===== src/hw/rtl/sttr_pkg.sv =====
`timescale 1ns / 1ps
`default_nettype none

package sttr_pkg;

  // Table sizes.
  localparam int unsigned TimerSlots = 8;
  localparam int unsigned SchedSlots = 8;
  localparam int unsigned TIdxW = (TimerSlots > 1) ? $clog2(TimerSlots) : 1;
  localparam int unsigned SIdxW = (SchedSlots > 1) ? $clog2(SchedSlots) : 1;

  // Result buffer for one tick.
  localparam int unsigned MaxResults = 8;
  localparam int unsigned RIdxW = $clog2(MaxResults);

  // Field widths.
  localparam int unsigned IdW = 8;
  localparam int unsigned DelayW = 15;
  localparam int unsigned RunsW = 7;
  localparam int unsigned TickW = 8;
  localparam int unsigned CntW = 4;

  localparam logic [TickW-1:0] TickReset = 8'd10;

  // Item modes.
  localparam logic [2:0] ModeTick = 3'd0;
  localparam logic [2:0] ModeArmOnce = 3'd1;
  localparam logic [2:0] ModeArmRep = 3'd2;
  localparam logic [2:0] ModeRmTimer = 3'd3;
  localparam logic [2:0] ModeRmSched = 3'd4;
  localparam logic [2:0] ModeQuery = 3'd5;

  // Status bits.
  localparam int unsigned StatTimerFull = 0;
  localparam int unsigned StatSchedFull = 1;

  // Summary of one finished item, handed to the result stage.
  typedef struct packed {
    logic            start;
    logic [1:0]      status;
    logic            hit;
    logic [CntW-1:0] nt;
    logic [CntW-1:0] ns;
  } emit_req_t;

  // One expiry reported during a tick.
  typedef struct packed {
    logic           valid;
    logic [IdW-1:0] owner;
  } fire_push_t;

endpackage

`default_nettype wire


===== src/hw/rtl/sttr_if.sv =====
`timescale 1ns / 1ps
`default_nettype none

// Input item channel.
interface sttr_in_if;
  logic        valid;
  logic        ready;
  logic [2:0]  mode;
  logic [7:0]  task_id;
  logic [14:0] delay_ms;
  logic [6:0]  repeat_count;

  modport source (output valid, mode, task_id, delay_ms, repeat_count, input ready);
  modport sink (input valid, mode, task_id, delay_ms, repeat_count, output ready);
endinterface

// Result channel.
interface sttr_out_if;
  logic       valid;
  logic       ready;
  logic       fired;
  logic [7:0] fired_task;
  logic [1:0] status;
  logic       is_scheduled;
  logic [3:0] active_timers;
  logic [3:0] active_schedules;
  logic       last;

  modport source (output valid, fired, fired_task, status, is_scheduled, active_timers,
                  active_schedules, last, input ready);
  modport sink (input valid, fired, fired_task, status, is_scheduled, active_timers,
                active_schedules, last, output ready);
endinterface

`default_nettype wire


===== src/hw/rtl/sttr_ram.sv =====
`timescale 1ns / 1ps
`default_nettype none

// Simple dual-port RAM with one registered read port.
module sttr_ram #(
  parameter int unsigned Width = 8,
  parameter int unsigned Depth = 8,
  localparam int unsigned AddrW = (Depth > 1) ? $clog2(Depth) : 1
) (
  input  wire logic             clk_i,
  input  wire logic             we_i,
  input  wire logic [AddrW-1:0] waddr_i,
  input  wire logic [Width-1:0] wdata_i,
  input  wire logic [AddrW-1:0] raddr_i,
  output logic      [Width-1:0] rdata_o
);

  logic [Width-1:0] mem [Depth];

  // Write port.
  always_ff @(posedge clk_i) begin
    if (we_i) begin
      mem[waddr_i] <= wdata_i;
    end
  end

  // Registered read port.
  always_ff @(posedge clk_i) begin
    rdata_o <= mem[raddr_i];
  end

endmodule

`default_nettype wire


===== src/hw/rtl/sttr_emit.sv =====
`timescale 1ns / 1ps
`default_nettype none

// Collects expiries of a tick and sends the results of an item through an
// output register.
module sttr_emit (
  input  wire logic                   clk_i,
  input  wire logic                   rst_ni,
  input  wire sttr_pkg::fire_push_t   push_i,
  input  wire sttr_pkg::emit_req_t    req_i,
  output logic                        busy_o,
  sttr_out_if.source                  result_o
);
  import sttr_pkg::*;

  logic [IdW-1:0]   buf_q [MaxResults];
  logic [CntW-1:0]  nf_q, nf_d;
  logic [RIdxW-1:0] k_q, k_d;
  logic             busy_q, busy_d;
  emit_req_t        sum_q;
  logic             out_valid_q, out_valid_d;
  logic             load, is_last;

  logic             o_fired_q;
  logic [IdW-1:0]   o_task_q;
  logic [1:0]       o_status_q;
  logic             o_hit_q;
  logic [CntW-1:0]  o_nt_q, o_ns_q;
  logic             o_last_q;

  // A result is loaded when the output register is free or being drained.
  assign load = busy_q && (!out_valid_q || result_o.ready);
  assign is_last = (nf_q == '0) || ({1'b0, k_q} == CntW'(nf_q - 1'b1));

  always_comb begin
    nf_d = nf_q;
    k_d = k_q;
    busy_d = busy_q;
    out_valid_d = out_valid_q;
    if (result_o.ready) begin
      out_valid_d = 1'b0;
    end
    if (push_i.valid && (nf_q < CntW'(MaxResults))) begin
      nf_d = nf_q + 1'b1;
    end
    if (req_i.start) begin
      busy_d = 1'b1;
      k_d = '0;
    end
    if (load) begin
      out_valid_d = 1'b1;
      k_d = k_q + 1'b1;
      if (is_last) begin
        busy_d = 1'b0;
        nf_d = '0;
      end
    end
  end

  // Control state.
  always_ff @(posedge clk_i or negedge rst_ni) begin
    if (!rst_ni) begin
      nf_q <= '0;
      k_q <= '0;
      busy_q <= 1'b0;
      out_valid_q <= 1'b0;
    end else begin
      nf_q <= nf_d;
      k_q <= k_d;
      busy_q <= busy_d;
      out_valid_q <= out_valid_d;
    end
  end

  // Expiry buffer and item summary.
  always_ff @(posedge clk_i) begin
    if (push_i.valid && (nf_q < CntW'(MaxResults))) begin
      buf_q[nf_q[RIdxW-1:0]] <= push_i.owner;
    end
    if (req_i.start) begin
      sum_q <= req_i;
    end
  end

  // Output register payload.
  always_ff @(posedge clk_i) begin
    if (load) begin
      o_fired_q <= (nf_q != '0);
      o_task_q <= (nf_q != '0) ? buf_q[k_q] : '0;
      o_status_q <= sum_q.status;
      o_hit_q <= sum_q.hit;
      o_nt_q <= sum_q.nt;
      o_ns_q <= sum_q.ns;
      o_last_q <= is_last;
    end
  end

  assign busy_o = busy_q;
  assign result_o.valid = out_valid_q;
  assign result_o.fired = o_fired_q;
  assign result_o.fired_task = o_task_q;
  assign result_o.status = o_status_q;
  assign result_o.is_scheduled = o_hit_q;
  assign result_o.active_timers = o_nt_q;
  assign result_o.active_schedules = o_ns_q;
  assign result_o.last = o_last_q;

endmodule

`default_nettype wire


===== src/hw/rtl/software_timer_table_with_reload_unit.sv =====
`timescale 1ns / 1ps
`default_nettype none

// Flow: an arm item writes its slots when accepted and then reports; a remove or
// query walks every slot of its table in a read and an evaluate state; a tick walks
// each timer slot alike and, per expired timer, searches schedule entries for a reload.
// Throughput: one item at a time; items are taken only in idle, result stage not busy.
// Reset: valid bits clear at once, tick_ms returns to 10; RAMs need no clearing.
module software_timer_table_with_reload_unit (
  input  wire logic       clk_i,
  input  wire logic       rst_ni,
  input  wire logic       cfg_we_i,
  input  wire logic [7:0] cfg_wdata_i,
  sttr_in_if.sink         item_i,
  sttr_out_if.source      result_o
);
  import sttr_pkg::*;

  localparam int unsigned TW = IdW + DelayW;
  localparam int unsigned SW = IdW + DelayW + RunsW;

  localparam logic [3:0] StIdle = 4'd0;
  localparam logic [3:0] StTRd = 4'd1;
  localparam logic [3:0] StTEv = 4'd2;
  localparam logic [3:0] StSRd = 4'd3;
  localparam logic [3:0] StSEv = 4'd4;
  localparam logic [3:0] StWtRd = 4'd5;
  localparam logic [3:0] StWtEv = 4'd6;
  localparam logic [3:0] StWsRd = 4'd7;
  localparam logic [3:0] StWsEv = 4'd8;
  localparam logic [3:0] StDone = 4'd9;

  logic [3:0]            state_q, state_d;
  logic [TickW-1:0]      tick_q;
  logic [TimerSlots-1:0] armed_q, armed_d;
  logic [SchedSlots-1:0] live_q, live_d;
  logic [TIdxW-1:0]      ti_q, ti_d;
  logic [SIdxW-1:0]      sj_q, sj_d;
  logic [IdW-1:0]        cur_owner_q, cur_owner_d;
  logic [2:0]            mode_q, mode_d;
  logic [IdW-1:0]        id_q, id_d;
  logic [1:0]            status_q, status_d;
  logic                  hit_q, hit_d;

  logic                  t_we, s_we;
  logic [TIdxW-1:0]      t_waddr;
  logic [SIdxW-1:0]      s_waddr;
  logic [TW-1:0]         t_wdata, t_rdata;
  logic [SW-1:0]         s_wdata, s_rdata;

  logic [IdW-1:0]        t_owner, s_owner;
  logic [DelayW-1:0]     t_rem, s_period;
  logic [RunsW-1:0]      s_runs;

  logic [TIdxW-1:0]      t_free;
  logic                  t_free_ok;
  logic [SIdxW-1:0]      s_free;
  logic                  s_free_ok;
  logic [CntW-1:0]       nt, ns;
  logic                  accept, emit_busy, s_match;
  fire_push_t            push;
  emit_req_t             req;

  assign t_owner = t_rdata[TW-1 -: IdW];
  assign t_rem = t_rdata[DelayW-1:0];
  assign s_owner = s_rdata[SW-1 -: IdW];
  assign s_period = s_rdata[RunsW +: DelayW];
  assign s_runs = s_rdata[RunsW-1:0];

  assign item_i.ready = (state_q == StIdle) && !emit_busy;
  assign accept = item_i.valid && item_i.ready;

  // Schedule entry that reloads the current timer.
  assign s_match = live_q[sj_q] && (s_owner == cur_owner_q) && (s_runs != RunsW'(1));

  // First free slots and occupancy counts.
  always_comb begin
    t_free = '0;
    t_free_ok = 1'b0;
    nt = '0;
    for (int i = TimerSlots - 1; i >= 0; i--) begin
      if (!armed_q[i]) begin
        t_free = TIdxW'(i);
        t_free_ok = 1'b1;
      end
      nt = nt + CntW'(armed_q[i]);
    end
  end

  always_comb begin
    s_free = '0;
    s_free_ok = 1'b0;
    ns = '0;
    for (int i = SchedSlots - 1; i >= 0; i--) begin
      if (!live_q[i]) begin
        s_free = SIdxW'(i);
        s_free_ok = 1'b1;
      end
      ns = ns + CntW'(live_q[i]);
    end
  end

  // Sequencer over the timer and schedule RAMs.
  always_comb begin
    state_d = state_q;
    armed_d = armed_q;
    live_d = live_q;
    ti_d = ti_q;
    sj_d = sj_q;
    cur_owner_d = cur_owner_q;
    mode_d = mode_q;
    id_d = id_q;
    status_d = status_q;
    hit_d = hit_q;
    t_we = 1'b0;
    t_waddr = ti_q;
    t_wdata = '0;
    s_we = 1'b0;
    s_waddr = sj_q;
    s_wdata = '0;
    push = '0;
    req = '0;

    unique case (state_q)
      StIdle: begin
        if (accept) begin
          mode_d = item_i.mode;
          id_d = item_i.task_id;
          status_d = '0;
          hit_d = 1'b0;
          ti_d = '0;
          sj_d = '0;
          state_d = StDone;
          if (item_i.mode == ModeTick) begin
            state_d = StTRd;
          end else if (item_i.task_id != '0) begin
            case (item_i.mode) inside
              ModeArmOnce, ModeArmRep: begin
                if (t_free_ok) begin
                  t_we = 1'b1;
                  t_waddr = t_free;
                  t_wdata = {item_i.task_id, item_i.delay_ms};
                  armed_d[t_free] = 1'b1;
                end else begin
                  status_d[StatTimerFull] = 1'b1;
                end
                if (item_i.mode == ModeArmRep) begin
                  if (s_free_ok) begin
                    s_we = 1'b1;
                    s_waddr = s_free;
                    s_wdata = {item_i.task_id, item_i.delay_ms, item_i.repeat_count};
                    live_d[s_free] = 1'b1;
                  end else begin
                    status_d[StatSchedFull] = 1'b1;
                  end
                end
              end
              ModeRmTimer: state_d = StWtRd;
              ModeRmSched, ModeQuery: state_d = StWsRd;
              default: state_d = StDone;
            endcase
          end
        end
      end
      StTRd: state_d = StTEv;
      StTEv: begin
        if (armed_q[ti_q] && (t_rem <= DelayW'(tick_q))) begin
          push.valid = 1'b1;
          push.owner = t_owner;
          cur_owner_d = t_owner;
          sj_d = '0;
          state_d = StSRd;
        end else begin
          if (armed_q[ti_q]) begin
            t_we = 1'b1;
            t_wdata = {t_owner, DelayW'(t_rem - DelayW'(tick_q))};
          end
          if (ti_q == TIdxW'(TimerSlots - 1)) begin
            state_d = StDone;
          end else begin
            ti_d = ti_q + 1'b1;
            state_d = StTRd;
          end
        end
      end
      StSRd: state_d = StSEv;
      StSEv: begin
        if (s_match || (sj_q == SIdxW'(SchedSlots - 1))) begin
          if (s_match) begin
            t_we = 1'b1;
            t_wdata = {cur_owner_q, s_period};
            if (s_period == '0) begin
              armed_d[ti_q] = 1'b0;
            end
            if (s_runs > RunsW'(2)) begin
              s_we = 1'b1;
              s_wdata = {s_owner, s_period, RunsW'(s_runs - 1'b1)};
            end else if (s_runs == RunsW'(2)) begin
              live_d[sj_q] = 1'b0;
            end
          end else begin
            armed_d[ti_q] = 1'b0;
          end
          if (ti_q == TIdxW'(TimerSlots - 1)) begin
            state_d = StDone;
          end else begin
            ti_d = ti_q + 1'b1;
            state_d = StTRd;
          end
        end else begin
          sj_d = sj_q + 1'b1;
          state_d = StSRd;
        end
      end
      StWtRd: state_d = StWtEv;
      StWtEv: begin
        if (armed_q[ti_q] && (t_owner == id_q)) begin
          armed_d[ti_q] = 1'b0;
        end
        if (ti_q == TIdxW'(TimerSlots - 1)) begin
          state_d = StDone;
        end else begin
          ti_d = ti_q + 1'b1;
          state_d = StWtRd;
        end
      end
      StWsRd: state_d = StWsEv;
      StWsEv: begin
        if (live_q[sj_q] && (s_owner == id_q)) begin
          if (mode_q == ModeRmSched) begin
            live_d[sj_q] = 1'b0;
          end else begin
            hit_d = 1'b1;
          end
        end
        if (sj_q == SIdxW'(SchedSlots - 1)) begin
          state_d = StDone;
        end else begin
          sj_d = sj_q + 1'b1;
          state_d = StWsRd;
        end
      end
      StDone: begin
        req.start = 1'b1;
        req.status = status_q;
        req.hit = hit_q;
        req.nt = nt;
        req.ns = ns;
        state_d = StIdle;
      end
      default: state_d = StIdle;
    endcase
  end

  // Control state and tick register.
  always_ff @(posedge clk_i or negedge rst_ni) begin
    if (!rst_ni) begin
      state_q <= StIdle;
      tick_q <= TickReset;
      armed_q <= '0;
      live_q <= '0;
      ti_q <= '0;
      sj_q <= '0;
      status_q <= '0;
      hit_q <= 1'b0;
      mode_q <= ModeTick;
    end else begin
      state_q <= state_d;
      if (cfg_we_i) begin
        tick_q <= cfg_wdata_i;
      end
      armed_q <= armed_d;
      live_q <= live_d;
      ti_q <= ti_d;
      sj_q <= sj_d;
      status_q <= status_d;
      hit_q <= hit_d;
      mode_q <= mode_d;
    end
  end

  // Item payload held during the walk.
  always_ff @(posedge clk_i) begin
    id_q <= id_d;
    cur_owner_q <= cur_owner_d;
  end

  // Timer RAM: owner and remaining time.
  sttr_ram #(.Width(TW), .Depth(TimerSlots)) u_timer_ram (
    .clk_i   (clk_i),
    .we_i    (t_we),
    .waddr_i (t_waddr),
    .wdata_i (t_wdata),
    .raddr_i (ti_q),
    .rdata_o (t_rdata)
  );

  // Schedule RAM: owner, period and runs left.
  sttr_ram #(.Width(SW), .Depth(SchedSlots)) u_sched_ram (
    .clk_i   (clk_i),
    .we_i    (s_we),
    .waddr_i (s_waddr),
    .wdata_i (s_wdata),
    .raddr_i (sj_q),
    .rdata_o (s_rdata)
  );

  // Result stage.
  sttr_emit u_emit (
    .clk_i    (clk_i),
    .rst_ni   (rst_ni),
    .push_i   (push),
    .req_i    (req),
    .busy_o   (emit_busy),
    .result_o (result_o)
  );

  // A tick never adds schedule entries.
  assert property (@(posedge clk_i) disable iff (!rst_ni)
    (state_q == StSEv) |=> ($countones(live_q) <= $countones($past(live_q))))
    else $error("tick walk added a schedule entry");

  // A one-shot arm with a free slot adds exactly one armed timer.
  assert property (@(posedge clk_i) disable iff (!rst_ni)
    (accept && (item_i.mode == ModeArmOnce) && (item_i.task_id != '0) && t_free_ok)
    |=> ($countones(armed_q) == $countones($past(armed_q)) + 1))
    else $error("arm did not take exactly one timer slot");

  // The timer evaluate states and the remove and query walks never write the schedule RAM.
  assert property (@(posedge clk_i) disable iff (!rst_ni)
    ((state_q == StTEv) || (state_q == StWtEv) || (state_q == StWsEv)) |-> !s_we)
    else $error("schedule RAM written outside arm or reload");

endmodule

`default_nettype wire

===== src/flat_wrapper.sv =====
// flat-port wrapper written by rule: the top's interface ports become plain ports
module software_timer_table_with_reload_unit_flat import sttr_pkg::*;
  (clk_i, rst_ni, cfg_we_i, cfg_wdata_i, item_i_valid, item_i_mode, item_i_task_id, item_i_delay_ms, item_i_repeat_count, item_i_ready, result_o_valid, result_o_fired, result_o_fired_task, result_o_status, result_o_is_scheduled, result_o_active_timers, result_o_active_schedules, result_o_last, result_o_ready);
  sttr_in_if item_i_i ();
  sttr_out_if result_o_i ();
  input  wire logic clk_i;
  input  wire logic rst_ni;
  input  wire logic cfg_we_i;
  input  wire logic [7:0] cfg_wdata_i;
  input wire logic [$bits(item_i_i.valid)-1:0] item_i_valid;
  input wire logic [$bits(item_i_i.mode)-1:0] item_i_mode;
  input wire logic [$bits(item_i_i.task_id)-1:0] item_i_task_id;
  input wire logic [$bits(item_i_i.delay_ms)-1:0] item_i_delay_ms;
  input wire logic [$bits(item_i_i.repeat_count)-1:0] item_i_repeat_count;
  output wire logic [$bits(item_i_i.ready)-1:0] item_i_ready;
  output wire logic [$bits(result_o_i.valid)-1:0] result_o_valid;
  output wire logic [$bits(result_o_i.fired)-1:0] result_o_fired;
  output wire logic [$bits(result_o_i.fired_task)-1:0] result_o_fired_task;
  output wire logic [$bits(result_o_i.status)-1:0] result_o_status;
  output wire logic [$bits(result_o_i.is_scheduled)-1:0] result_o_is_scheduled;
  output wire logic [$bits(result_o_i.active_timers)-1:0] result_o_active_timers;
  output wire logic [$bits(result_o_i.active_schedules)-1:0] result_o_active_schedules;
  output wire logic [$bits(result_o_i.last)-1:0] result_o_last;
  input wire logic [$bits(result_o_i.ready)-1:0] result_o_ready;
  assign item_i_i.valid = item_i_valid;
  assign item_i_i.mode = item_i_mode;
  assign item_i_i.task_id = item_i_task_id;
  assign item_i_i.delay_ms = item_i_delay_ms;
  assign item_i_i.repeat_count = item_i_repeat_count;
  assign item_i_ready = item_i_i.ready;
  assign result_o_valid = result_o_i.valid;
  assign result_o_fired = result_o_i.fired;
  assign result_o_fired_task = result_o_i.fired_task;
  assign result_o_status = result_o_i.status;
  assign result_o_is_scheduled = result_o_i.is_scheduled;
  assign result_o_active_timers = result_o_i.active_timers;
  assign result_o_active_schedules = result_o_i.active_schedules;
  assign result_o_last = result_o_i.last;
  assign result_o_i.ready = result_o_ready;
  software_timer_table_with_reload_unit u_core (.clk_i(clk_i), .rst_ni(rst_ni), .cfg_we_i(cfg_we_i), .cfg_wdata_i(cfg_wdata_i), .item_i(item_i_i), .result_o(result_o_i));
endmodule

===== config.mk =====
export PLATFORM = sky130hd
export DESIGN_NAME = software_timer_table_with_reload_unit_flat
export DESIGN_NICKNAME = d
export VERILOG_FILES = /design/src/hw/rtl/sttr_pkg.sv /design/src/hw/rtl/sttr_if.sv /design/src/hw/rtl/sttr_ram.sv /design/src/hw/rtl/sttr_emit.sv /design/src/hw/rtl/software_timer_table_with_reload_unit.sv /design/src/flat_wrapper.sv
export SDC_FILE = /design/constraint.sdc
export NUM_CORES = 1
export LEC_CHECK = 0
export ABC_AREA = 1
export BUFFER_PORTS_ARGS = -buffer_cell sky130_fd_sc_hd__buf_4
export CAP_MARGIN = 5
export CELL_PAD_IN_SITES_DETAIL_PLACEMENT = 0
export CELL_PAD_IN_SITES_GLOBAL_PLACEMENT = 2
export CORE_MARGIN = 1.5
export CORE_UTILIZATION = 40
export CTS_CLUSTER_SIZE = 8
export DETAILED_ROUTE_END_ITERATION = 8
export MAX_ROUTING_LAYER = met4
export PLACE_DENSITY = 0.83
export SKIP_CTS_REPAIR_TIMING = 1
export SKIP_LAST_GASP = 1
export SYNTH_ARGS = -nofsm -noshare
export SYNTH_HDL_FRONTEND = slang
export SYNTH_SLANG_ARGS = --single-unit

===== constraint.sdc =====
create_clock -name clk_i -period 2.95 [get_ports clk_i]
set_input_delay 0.59 -clock clk_i [delete_from_list [all_inputs] [get_ports clk_i]]
set_output_delay 0.59 -clock clk_i [all_outputs]
set_load 0.02 [all_outputs]

**Word level (Yosys, flattened, before mapping)**

Memories as Yosys holds them, arrays and structs flattened. A register that Yosys moved wholly into a read port is not among the register bits.
Index checks and enable logic that the tools add are counted.

- Add/subtract/negate cells: 21
- Multipliers: 0
- Divide/modulo/power cells: 0
- $lt $le $gt $ge: 11
- Equal/unequal tests: 43
- Shift operators: 0
- Multiplexer cells: 170
- Bitwise logic cells: 6
- Reductions and logical operators: 41

Operators with widths:

| operator | number |
|---|---|
| $mux 30 | 9 |
| $mux 23 | 9 |
| $mux 8 | 21 |
| $mux 3 | 38 |
| $pmux 23 s3 | 1 |
| $pmux 30 s2 | 1 |
| $mux 1 | 57 |
| $mux 4 | 14 |
| $add 4x1->4 | 12 |
| $pmux 8 s3 | 2 |
| $pmux 4 s9 | 1 |
| $eq 8x8->1 | 3 |
| $pmux 3 s4 | 2 |
| $ne 2x1->1 const B | 10 |
| $mux 9 | 2 |
| $ne 2x2->1 const B | 9 |
| $and 8x8->8 | 2 |
| $eq 4x3->1 const B | 4 |
| $lt 3x4->1 const B | 4 |
| $not 8->8 | 2 |
| $or 8x8->8 | 2 |
| $eq 3x3->1 const B | 5 |
| $le 15x8->1 | 1 |
| $logic_not 15->1 | 1 |
| other kinds (39) | 80 |

- Flip-flop bits (word level): 89
- Latch bits: 0
- Memory bits (writable): 488
- Memory bits (read-only): 0
- Output and inout bits: 23
- Memories: 3

Memory list:

| name | words | bits a word | read ports | clocked after memory_dff | wr ports | RTL line | text |
|---|---|---|---|---|---|---|---|
| u_core.u_sched_ram.mem | 8 | 30 | 1 | 1 | 1 | sttr_ram.sv:18 | `logic [Width-1:0] mem [Depth];` |
| u_core.u_timer_ram.mem | 8 | 23 | 1 | 1 | 1 | sttr_ram.sv:18 |  |
| u_core.u_emit.buf_q | 8 | 8 | 1 | 1 | 1 | sttr_emit.sv:16 | `logic [IdW-1:0] buf_q [MaxResults];` |

**Logic depth before layout (Yosys ltp)**

Gate-level depths: netlist of the first run.

- Depth in word-level cells: 20
- Depth in mapped cells: 16
- Gate-level depth less buffers: 16

**Cells and area by module**

From an unflattened synthesis of the first run, not the netlist that was laid out.

- Cell total of the unflattened synthesis: 3115
- Area total of the unflattened synthesis: 29644.7 um2

Modules (own cells, without submodules):

| module | instances | cells an instance | area each (um2) | sequential area each (um2) |
|---|---|---|---|---|
| sttr_ram (u_core.u_sched_ram) | 1 | 1085 | 11078.1 | 7807.5 |
| sttr_ram (u_core.u_timer_ram) | 1 | 835 | 8604.5 | 5985.7 |
| software_timer_table_with_reload_unit | 1 | 891 | 5833.1 | 1483.9 |
| sttr_emit | 1 | 304 | 4129.0 | 3108.0 |

**Least setup slack after synthesis of the first run**

No wires, ideal clock.

- Path type: register -> register
- Start: register u_core.state_q[0]
- End: memory u_core.u_sched_ram.mem[1][0] (netlist bit) (enable)
- Library setup time: 0.417 ns
- Arrival: 2.924 ns
- Required time: 2.533 ns
- Setup slack: -0.391 ns
- Cell stages (with the launch flop): 11
- Buffers on the path: 0
- Period minus slack after synthesis: 3.341 ns
- Cells stage by stage: dfrtp_1 -> nor2_4 -> nand2_4 -> nor2_8 -> nand2_4 -> nor3_4 -> nand2_2 -> nand2_1 -> o21ai_1 -> o21bai_1 -> nor2_1

- Cells in the longest elaborated chain, start to end: 7
- Elaborated cells on any way between the ends: 10

RTL lines:

| item | RTL line | text |
|---|---|---|
| start, declared | software_timer_table_with_reload_unit.sv:33 | `logic [3:0] state_q, state_d;` |
| start signal, assigned | software_timer_table_with_reload_unit.sv:258 | `state_q <= StIdle;` |
| start signal, assigned | software_timer_table_with_reload_unit.sv:268 | `state_q <= state_d;` |
| $logic_not 4->1 (*) | software_timer_table_with_reload_unit.sv:70 | `assign item_i.ready = (state_q == StIdle) && !emit_busy;` |
| $logic_and 1x1->1 (*) | software_timer_table_with_reload_unit.sv:70 |  |
| named net item_i_ready | flat_wrapper.sv:15 | `output wire logic [$bits(item_i_i.ready)-1:0] item_i_ready;` |
| $logic_and 1x1->1 (*) | software_timer_table_with_reload_unit.sv:71 | `assign accept = item_i.valid && item_i.ready;` |
| $mux 1 | software_timer_table_with_reload_unit.sv:126 | `if (accept) begin` |
| $pmux 1 s2 | software_timer_table_with_reload_unit.sv:124 | `unique case (state_q)` |
| $mux 1 | sttr_ram.sv:22 | `if (we_i) begin` |
| $mux 1 (not written as such) | sttr_ram.sv:23 | `mem[waddr_i] <= wdata_i;` |
| end, declared | sttr_ram.sv:18 |  |

The timed path passes the listed nets; every way through them passes the cells marked *.

**Final worst setup path of the first run**

- Start: register u_core.live_q[6]
- End: register u_core.u_emit.sum_q[2] (netlist bit), data pin

- Cells in the longest elaborated chain, start to end: 7

RTL lines:

| item | RTL line | text |
|---|---|---|
| start, declared | software_timer_table_with_reload_unit.sv:36 | `logic [SchedSlots-1:0] live_q, live_d;` |
| start signal, assigned | software_timer_table_with_reload_unit.sv:273 | `live_q <= live_d;` |
| $add 1x1->2 | software_timer_table_with_reload_unit.sv:99 | `ns = ns + CntW'(live_q[i]);` |
| $add 4x1->4 (6 in series) | software_timer_table_with_reload_unit.sv:99 |  |
| end signal, assigned | sttr_emit.sv:81 | `sum_q <= req_i;` |
| end, declared | sttr_emit.sv:20 | `emit_req_t sum_q;` |

No other way between the ends.
A chain may end at the register's enable or synchronous reset.

==> impl_metrics.yaml, run 1 <==
global_routing:
  grtUsageTotal: 0.2069
  antenna_found_initial: 1
  grt_max_degree: 50
  grt_pass1_vias: 16921
  grt_pass1_wl_um: 100800
  grt_overflow: 0
synth:
  synth-async-reset-ratio: 0.07680
  synth-compound-area-share: 0.09414
  synth_xor_area_frac: 0.01016
  synth_ff_type: "edfxtp_1"
  synth_cells: 2063
  synth_top_family_by_area: "simple AND/OR/NAND/NOR gates"
  avgSynthCellArea_sq_um: 12.53
  synthMuxAreaShare: 0.0004356
  synth-edff-count: 536
  ys_ff_latch: 638
  synth_fa_ha_area_frac: 0.02052
  yosys_warnings: 0
  yosysSeqAreaShare: 0.7112
  synth_nets: 2146
  synthSimpleGateAreaFrac: 0.1231
  mappedNetlistArea_sq_um: 25850
  synth_cell_type_count: 48
cells_and_area:
  post-route-util: 0.4845
  num_antenna_cells: 0
  final_common_cell: "edfxtp_1"
  fin_nets: 2346
  final_cell_mix: "edfxtp_1, nand2_1, inv_1"
  final_layout_size_suffix_gt1_frac: 0.1487
  final_area_sq_um: 31060
  syn2layout_area_growth_pct: 20.16
floorplan:
  dieArea_sq_um: 66160
  coreArea_sq_um: 64120
  io_pins: 69
  start_util: 0.4032
  fp-row-count: 93
  die_w_um: 257.2
  dieHeight_um: 257.2
timing:
  slew_headroom: 0.3812
  max_freq_mhz: 351.8
  hold_viol: 0
  clock_skew_ps: 30.56
  rsz0062_at_grt: "false"
  setup_viol: 0
  tightest_slew_ps: 919.8
  slew_violations: 0
  period_share: 0.9635
  fin_crit_ps: 2842
clocking:
  path_clk_slew_ps: 50
  cts.path.max_buffers: 3
  cts.sinks: 638
  clk_latency_ps: 640
  cts_root_buffer: "clkbuf_16"
  cts_inserted_buffers: 90
  h-tree-depth: 3
  cts_tree: "done"
route:
  ant_nets: 0
  via_per_inst: 5.219
  first_iter_violations: 1326
  vias: 16674
  wirelength_um: 66480
  first_pass_iters: 5
  drc: 0
  avgRoutedWirePerCell_um: 20.81
worst_setup_path:
  reg2reg_slack_ps: 110
  required_ps: 3330
  crit_arrival_ps: 3220
  critPathKind: "flip-flop to flip-flop"
  worstSetupStartpointType: "flip-flop"
  crit_path_end_kind: "flip-flop"
  path_max_fanout: 2
power_and_ir_drop:
  p_leak_nw: 11.29
  ir_worst_vdd_mv: 0.4454
  power_density_nw_per_um2: 881.3
place:
  io_buffers: 68
  placed_area_sq_um: 28360
  place_congestion: 0.8422
  dp_hpwl_um: 42450
worst_hold_path:
  min_path_type: "primary input to async pin"
run:
  cap_viol_max_count: 0
outcome:
  run_status: "completed"
-- cell type report --
type | count | area, sq um
clock buffers | 162 | 2522
clock inverters | 7 | 128.9
fillers | 5618 | 33050
inverters | 193 | 724.4
multi-input cells | 1160 | 6568
flip-flops and latches | 638 | 18390
well taps | 855 | 1070
repair buffers | 180 | 1664
-- cell families after synthesis --
family                     Yosys count
AOI/OAI and AO/OA                  357
adders and majority gates           37
DFF                                638
buffers and inverters              265
muxes                                1
and+or+nand+nor                    735
xor gates and xnor gates            30
-- sequential cells by signal (all words and copies together) (netlist names), 8 cells and up --
register                           flops
u_core.u_timer_ram.rdata_o            23
u_core.u_timer_ram.mem               184
u_core.id_q                            8
u_core.cur_owner_q                     8
u_core.live_q                          8
u_core.u_emit.result_o.fired_task      8
u_core.u_emit.buf_q                   64
u_core.u_sched_ram.mem               240
u_core.u_emit.sum_q                   11
u_core.tick_q                          8
u_core.armed_q                         8
u_core.u_sched_ram.rdata_o            30
-- worst paths after layout --
| check | startpoint | endpoint | cells after the start |
|---|---|---|---|
| worst max-delay path | u_core.live_q[6] | u_core.u_emit.sum_q[2] | 9 |
| worst min-delay path | rst_ni | u_core.u_emit.k_q[0] | 1 |
| worst max register to register | u_core.live_q[6] | u_core.u_emit.sum_q[2] | 9 |
| worst min register to register | u_core.u_emit.sum_q[8] | u_core.u_emit.result_o.is_scheduled | 0 |
| max in group asynchronous | rst_ni | u_core.tick_q[4] | 1 |
| min in group clk_i | item_i_task_id[4] | u_core.id_q[4] | 1 |
-- where the power goes --
group / internal [mW] / total (mW) / switching, mW
logic: 2.19 / 6.48 / 4.29
clock network: 5.76 / 9.54 / 3.78
registers: 10.7 / 11.4 / 0.648
-- metal layers --
layer | vias to the layer above | GRT usage | share of wire
li1 | 7903 | - | -
met1 | 8205 | 0.2663 | 0.44
met2 | 469 | 0.3314 | 0.48
met3 | 97 | 0.03970 | 0.056
met4 | 0 | 0.06487 | 0.023
met5 | - | - | 0
-- Yosys cell counts (38+ instances only) --
| library cell | instances | share of area |
|---|---|---|
| o21ai_0 | 102 | 0.020 |
| dfrtp_1 | 47 | 0.045 |
| a22o_1 | 38 | 0.013 |
| nand3_1 | 50 | 0.0097 |
| edfxtp_1 | 536 | 0.62 |
| inv_1 | 180 | 0.026 |
| a221oi_1 | 47 | 0.016 |
| nand4_1 | 68 | 0.016 |
| nor2_1 | 148 | 0.021 |
| dfxtp_1 | 53 | 0.041 |
| a22oi_1 | 64 | 0.019 |
| clkbuf_1 | 50 | 0.0073 |
| nand2_1 | 406 | 0.059 |
-- worst max-delay path: stages (launching register included) --
cell	delay, ps
dfrtp_1	380
ha_1	310
fa_1	510
fa_1	410
inv_1	80
fa_1	190
inv_1	60
fa_1	430
xor2_1	170
nor2_1	60
-- per-stage QoR --
step	TNS [ps]	worst slack [ps]	hold slack [ps]	total power [mW]	cells
6_report	0	107.7	23.37	27.38	3195
3_3_place_gp	0	72.06	400.9	17.87	3023
3_5_place_dp	0	40.33	405.2	17.97	3023
4_1_cts	0	15.20	31.87	27.60	3192
5_1_grt	0	11.32	68.82	28.76	3195
2_1_floorplan	-46910	-390.9	294.4	15.40	2063
Power figures use the tool's default switching activity.
==> inputs of run 2 (changes only) <==
MAX_ROUTING_LAYER = default   (was met4)
==> run 2 against run 1 <==
Net effect: clock power rose by 2.7%; first-iteration DRC count rose by 4.6%; clock skew rose by 36 ps; final cell count barely moved; global-route usage fell by 0.47 points; sequential cell count did not move; critical endpoint is now u_core.u_timer_ram.mem[3][15]; largest cell class unchanged; largest power group unchanged.
==> impl_metrics.yaml, run 2 (synthesis results as in run 1) <==
cells_and_area:
  num_antenna_cells: 0
  final_cell_mix: "edfxtp_1, nand2_1, inv_1"
  final_common_cell: "edfxtp_1"
  final_layout_size_suffix_gt1_frac: 0.1516
  largest_reg_flops: 240
  syn2layout_area_growth_pct: 20.96
  fin_nets: 2346
  top_register: "u_core.u_sched_ram.mem"
route:
  drc: 0
  vias: 16954
  avgRoutedWirePerCell_um: 21.09
  first_iter_violations: 1387
  wirelength_um: 67410
  ant_nets: 0
  via_per_inst: 5.303
  first_pass_iters: 5
timing:
  setup_viol: 0
  period_share: 0.9642
  fin_crit_ps: 2844
  slew_headroom: 0.3573
  slew_violations: 0
  max_freq_mhz: 351.6
  hold_viol: 0
  tightest_slew_ps: 955.3
  clock_skew_ps: 66.49
  setup_ws_ps: 105.7
power_and_ir_drop:
  power_frac_clock: 0.354
  internal-power_mw: 18.78
  power_mw: 27.64
  ir_worst_vdd_mv: 0.4658
  p_sw_frac: 0.3204
  p_sw_mw: 8.856
  seqPwrFrac: 0.411
  power_density_nw_per_um2: 884.0
  combPwrFrac: 0.235
  p_leak_nw: 11.36
clocking:
  cts_root_buffer: "clkbuf_16"
  cts_inserted_buffers: 91
  cts_tree: "done"
  clk_latency_ps: 660
  cts.sinks: 638
  cts.path.max_buffers: 3
  path_clk_slew_ps: 60
  h-tree-depth: 3
place:
  io_buffers: 68
  dp_hpwl_um: 42820
  pre_cts_ws_ps: -0.4809
  place_congestion: 0.8305
run:
  cap_viol_max_count: 0
worst_setup_path:
  reg2reg_slack_ps: 110
  critPathKind: "flip-flop to flip-flop"
  r2r_start: "u_core.state_q[0]"
  path_max_fanout: 12
  r2r_cells: 10
  crit_path_end_kind: "flip-flop"
  crit_arrival_ps: 3150
  worstSetupStartpointType: "flip-flop"
  required_ps: 3260
  reg2reg_to: "u_core.u_timer_ram.mem[3][15]"
floorplan:
  dieHeight_um: 257.2
  fp-row-count: 93
  dieArea_sq_um: 66160
  die_w_um: 257.2
  start_util: 0.4032
  coreArea_sq_um: 64120
  io_pins: 69
global_routing:
  grtUsageTotal: 0.2022
  grt_pass1_wl_um: 101800
  grt_max_degree: 50
  grt_pass1_vias: 17138
  antenna_found_initial: 0
  grt_overflow: 0
outcome:
  run_status: "completed"
worst_hold_path:
  min_path_type: "primary input to async pin"
[run 2: changes by cell type in the layout (fill, tap and decap cells not counted), sizes merged]
cell	previous run	this run
buf	180	176
clkbuf	162	165
clkinv	10	15
inv	189	188
clkinvlp	1	0
[run 2: through the flow]
step / area [sq um] / hold slack (ps) / instances / util / TNS, ps
5_1_grt: 31270 / 37.29 / 3197 / 0.4877 / -46.66
4_1_cts: 31130 / 15.07 / 3194 / 0.4855 / 0
3_5_place_dp: 28360 / 405.6 / 3022 / 0.4423 / -1.926
2_1_floorplan: 25870 / 294.4 / 2063 / - / -46910
6_report: 31270 / 12.56 / 3197 / 0.4877 / 0
3_3_place_gp: 28360 / 400.9 / 3022 / 0.4423 / 0
[run 2: layer usage]
| metal | vias to the layer above | track usage | wire, um |
|---|---|---|---|
| met1 | 8391 | 0.2703 | 29250 |
| met4 | 0 | 0.06487 | 1577 |
| met5 | - | 0 | 0 |
| li1 | 7889 | - | - |
| met3 | 110 | 0.03507 | 3931 |
| met2 | 564 | 0.3351 | 32650 |
[run 2: layout make-up]
type | instances | area, sq um
timing repair buffer | 179 | 1709
clock buffer | 162 | 2554
tap | 855 | 1070
clock inverter | 10 | 217.7
multi-input combinational | 1160 | 6605
inverter | 193 | 726.9
fill | 5563 | 32850
sequential | 638 | 18390
[run 2: worst max path at each step]
stage / to / slack (ps) / depth (start not counted) / start
3_5_place_dp: u_core.u_timer_ram.mem[1][8] / -0.5 / 11 / item_i_task_id[3]
4_1_cts: u_core.u_timer_ram.mem[1][16] / 10 / 16 / u_core.tick_q[1]
5_1_grt: u_core.u_timer_ram.mem[6][15] / -10 / 12 / u_core.state_q[2]
6_report: u_core.u_timer_ram.mem[3][15] / 110 / 10 / u_core.state_q[0]
3_3_place_gp: u_core.u_timer_ram.mem[1][3] / 50 / 11 / item_i_task_id[3]
2_1_floorplan: u_core.u_sched_ram.mem[1][0] / -390 / 10 / u_core.state_q[0]
[run 2: worst max-delay path: stages, from the launching register on]
cell	delay (ps)
dfrtp_1	430
nor2_4	170
nand2_4	120
nor2_8	110
nand2_4	90
nor3_4	360
nand2_1	260
o21ai_2	320
nand2_1	200
nor2_4	250
buf_12	200
[run 2: power groups by stage]
stage	clock, mW	combinational, mW	sequential (mW)
final	9.80	6.48	11.4
after CTS	9.98	6.48	11.4
after global placement	0	6.38	11.5
after global routing	10.4	7.22	11.4
after detailed placement	0	6.44	11.5
after floorplan	0	4.11	11.3
==> inputs of run 3 (changes only) <==
CORE_UTILIZATION = 41   (was 40)
CTS_BUF_LIST = sky130_fd_sc_hd__clkbuf_2 sky130_fd_sc_hd__clkbuf_4 sky130_fd_sc_hd__clkbuf_8   (was default)
PLACE_DENSITY = 0.85   (was 0.83)
==> run 3 against run 2 <==
Net effect: worst hold slack gained 64 ps; power shrank 7.4%; final area shrank 2.2%; combinational power shrank 2%; worst setup slack lost 9.1 ps; die area shrank 2.4%; largest cell class unchanged.
==> impl_metrics.yaml, run 3 (synthesis results as in run 1) <==
outcome:
  run_status: "completed"
floorplan:
  dieHeight_um: 254.1
  io_pins: 69
  start_util: 0.4166
  coreArea_sq_um: 62050
  fp-row-count: 91
  dieArea_sq_um: 64560
  die_w_um: 254.1
worst_setup_path:
  crit_path_end_kind: "flip-flop"
  path_max_fanout: 2
  crit_arrival_ps: 3310
  critPathKind: "flip-flop to flip-flop"
  worstSetupStartpointType: "flip-flop"
  required_ps: 3410
place:
  io_buffers: 68
  dp_hpwl_um: 41620
  pre_cts_ws_ps: 16.53
  place_congestion: 0.8356
  placed_area_sq_um: 28210
  dpl.cell_count: 2999
global_routing:
  grt_overflow: 0
  antenna_found_initial: 4
  grt_max_degree: 50
  grt_pass1_vias: 16817
  grt_pass1_wl_um: 99570
  grtUsageTotal: 0.2058
  grtUsageMet3: 0.03452
  use_met2: 0.3356
  met1_usage: 0.2824
  gr-max-usage-layer: "met2"
route:
  ant_nets: 0
  avgRoutedWirePerCell_um: 20.56
  first_pass_iters: 6
  drc: 0
  vias: 16977
  wirelength_um: 65810
  via_per_inst: 5.304
  first_iter_violations: 1414
clocking:
  path_clk_slew_ps: 60
  cts.sinks: 638
  cts_inserted_buffers: 103
  cts.path.max_buffers: 3
  clk_latency_ps: 730
  cts_tree: "done"
  cts_root_buffer: "clkbuf_8"
  h-tree-depth: 3
timing:
  slew_headroom: 0.4103
  setup_viol: 0
  clock_skew_ps: 53.28
  rsz0062_at_grt: "true"
  slew_violations: 0
  tightest_slew_ps: 875.2
  period_share: 0.9673
  hold_viol: 0
  fin_crit_ps: 2853
  setup_ws_ps: 96.55
  max_freq_mhz: 350.5
  hold_ws_ps: 77.00
cells_and_area:
  fin_nets: 2354
  post-route-util: 0.4926
  final_common_cell: "edfxtp_1"
  largest_reg_flops: 240
  final_layout_size_suffix_gt1_frac: 0.1855
  layout.cells.non_filler: 3201
  syn2layout_area_growth_pct: 18.24
  top_register: "u_core.u_sched_ram.mem"
  final_area_sq_um: 30570
  final_cell_mix: "edfxtp_1, nand2_1, inv_1"
worst_hold_path:
  min_path_type: "primary input to flip-flop"
power_and_ir_drop:
  p_leak_nw: 11.18
  ir_worst_vdd_mv: 0.5027
  power_density_nw_per_um2: 837.3
run:
  cap_viol_max_count: 0
[run 3: cell types whose count changed in the layout (fill, tap and decap cells not counted), sizes merged]
cell,change
buf,-3
bufinv,+3
clkbuf,-1
clkinv,+17
clkinvlp,+1
diode,+3
dlygate4sd3,+1
inv,+1
[run 3: layer usage]
| layer | part of all wire | routed length, um |
|---|---|---|
| met1 | 0.44 | 28720 |
| met2 | 0.48 | 31500 |
| met3 | 0.061 | 4028 |
| met4 | 0.023 | 1541 |
| met5 | 0.00020 | 13 |
[run 3: through the flow]
step	setup TNS (ps)	power [mW]
finish	0	25.59
floorplan	-46910	15.40
detailed placement	0	17.82
global route	-1.530	26.98
CTS	-18.31	25.77
global placement	0	17.71
[run 3: area by class of cell]
| type | instances | area [sq um] |
|---|---|---|
| sequential | 638 | 18390 |
| fill | 5377 | 31490 |
| inverter | 193 | 724.4 |
| clock inverter | 32 | 284.0 |
| antenna | 3 | 7.507 |
| clock buffer | 163 | 1912 |
| timing repair buffer | 175 | 1559 |
| tap | 837 | 1047 |
| multi-input combinational | 1160 | 6646 |
[run 3: power by group]
part | internal (mW) | switching [mW] | leakage (nW)
combinational | 2.12 | 4.24 | 4.32
clock | 4.41 | 3.50 | 1.17
sequential | 10.7 | 0.627 | 5.68
[run 3: critical path, cell delays in order, from the launching register on]
cell     delay [ps]
dfrtp_1         380
ha_1            320
fa_1            500
fa_1            410
inv_1            80
fa_1            190
inv_1            70
fa_1            430
xor2_1          160
nor2_1           70
[run 3: path summary, 6_finish.rpt]
path	from	endpoint	slack (ps)	cells after the start
max in group asynchronous	rst_ni	u_core.armed_q[1]	1860	2
min in group asynchronous	rst_ni	u_core.tick_q[0]	500	2
hold reg to reg	u_core.u_emit.sum_q[3]	u_core.u_emit.result_o.active_schedules[3]	410	0
setup reg to reg	u_core.live_q[6]	u_core.u_emit.sum_q[2]	100	9
hold / removal	item_i_task_id[0]	u_core.id_q[0]	80	1
setup / recovery	u_core.live_q[6]	u_core.u_emit.sum_q[2]	100	9
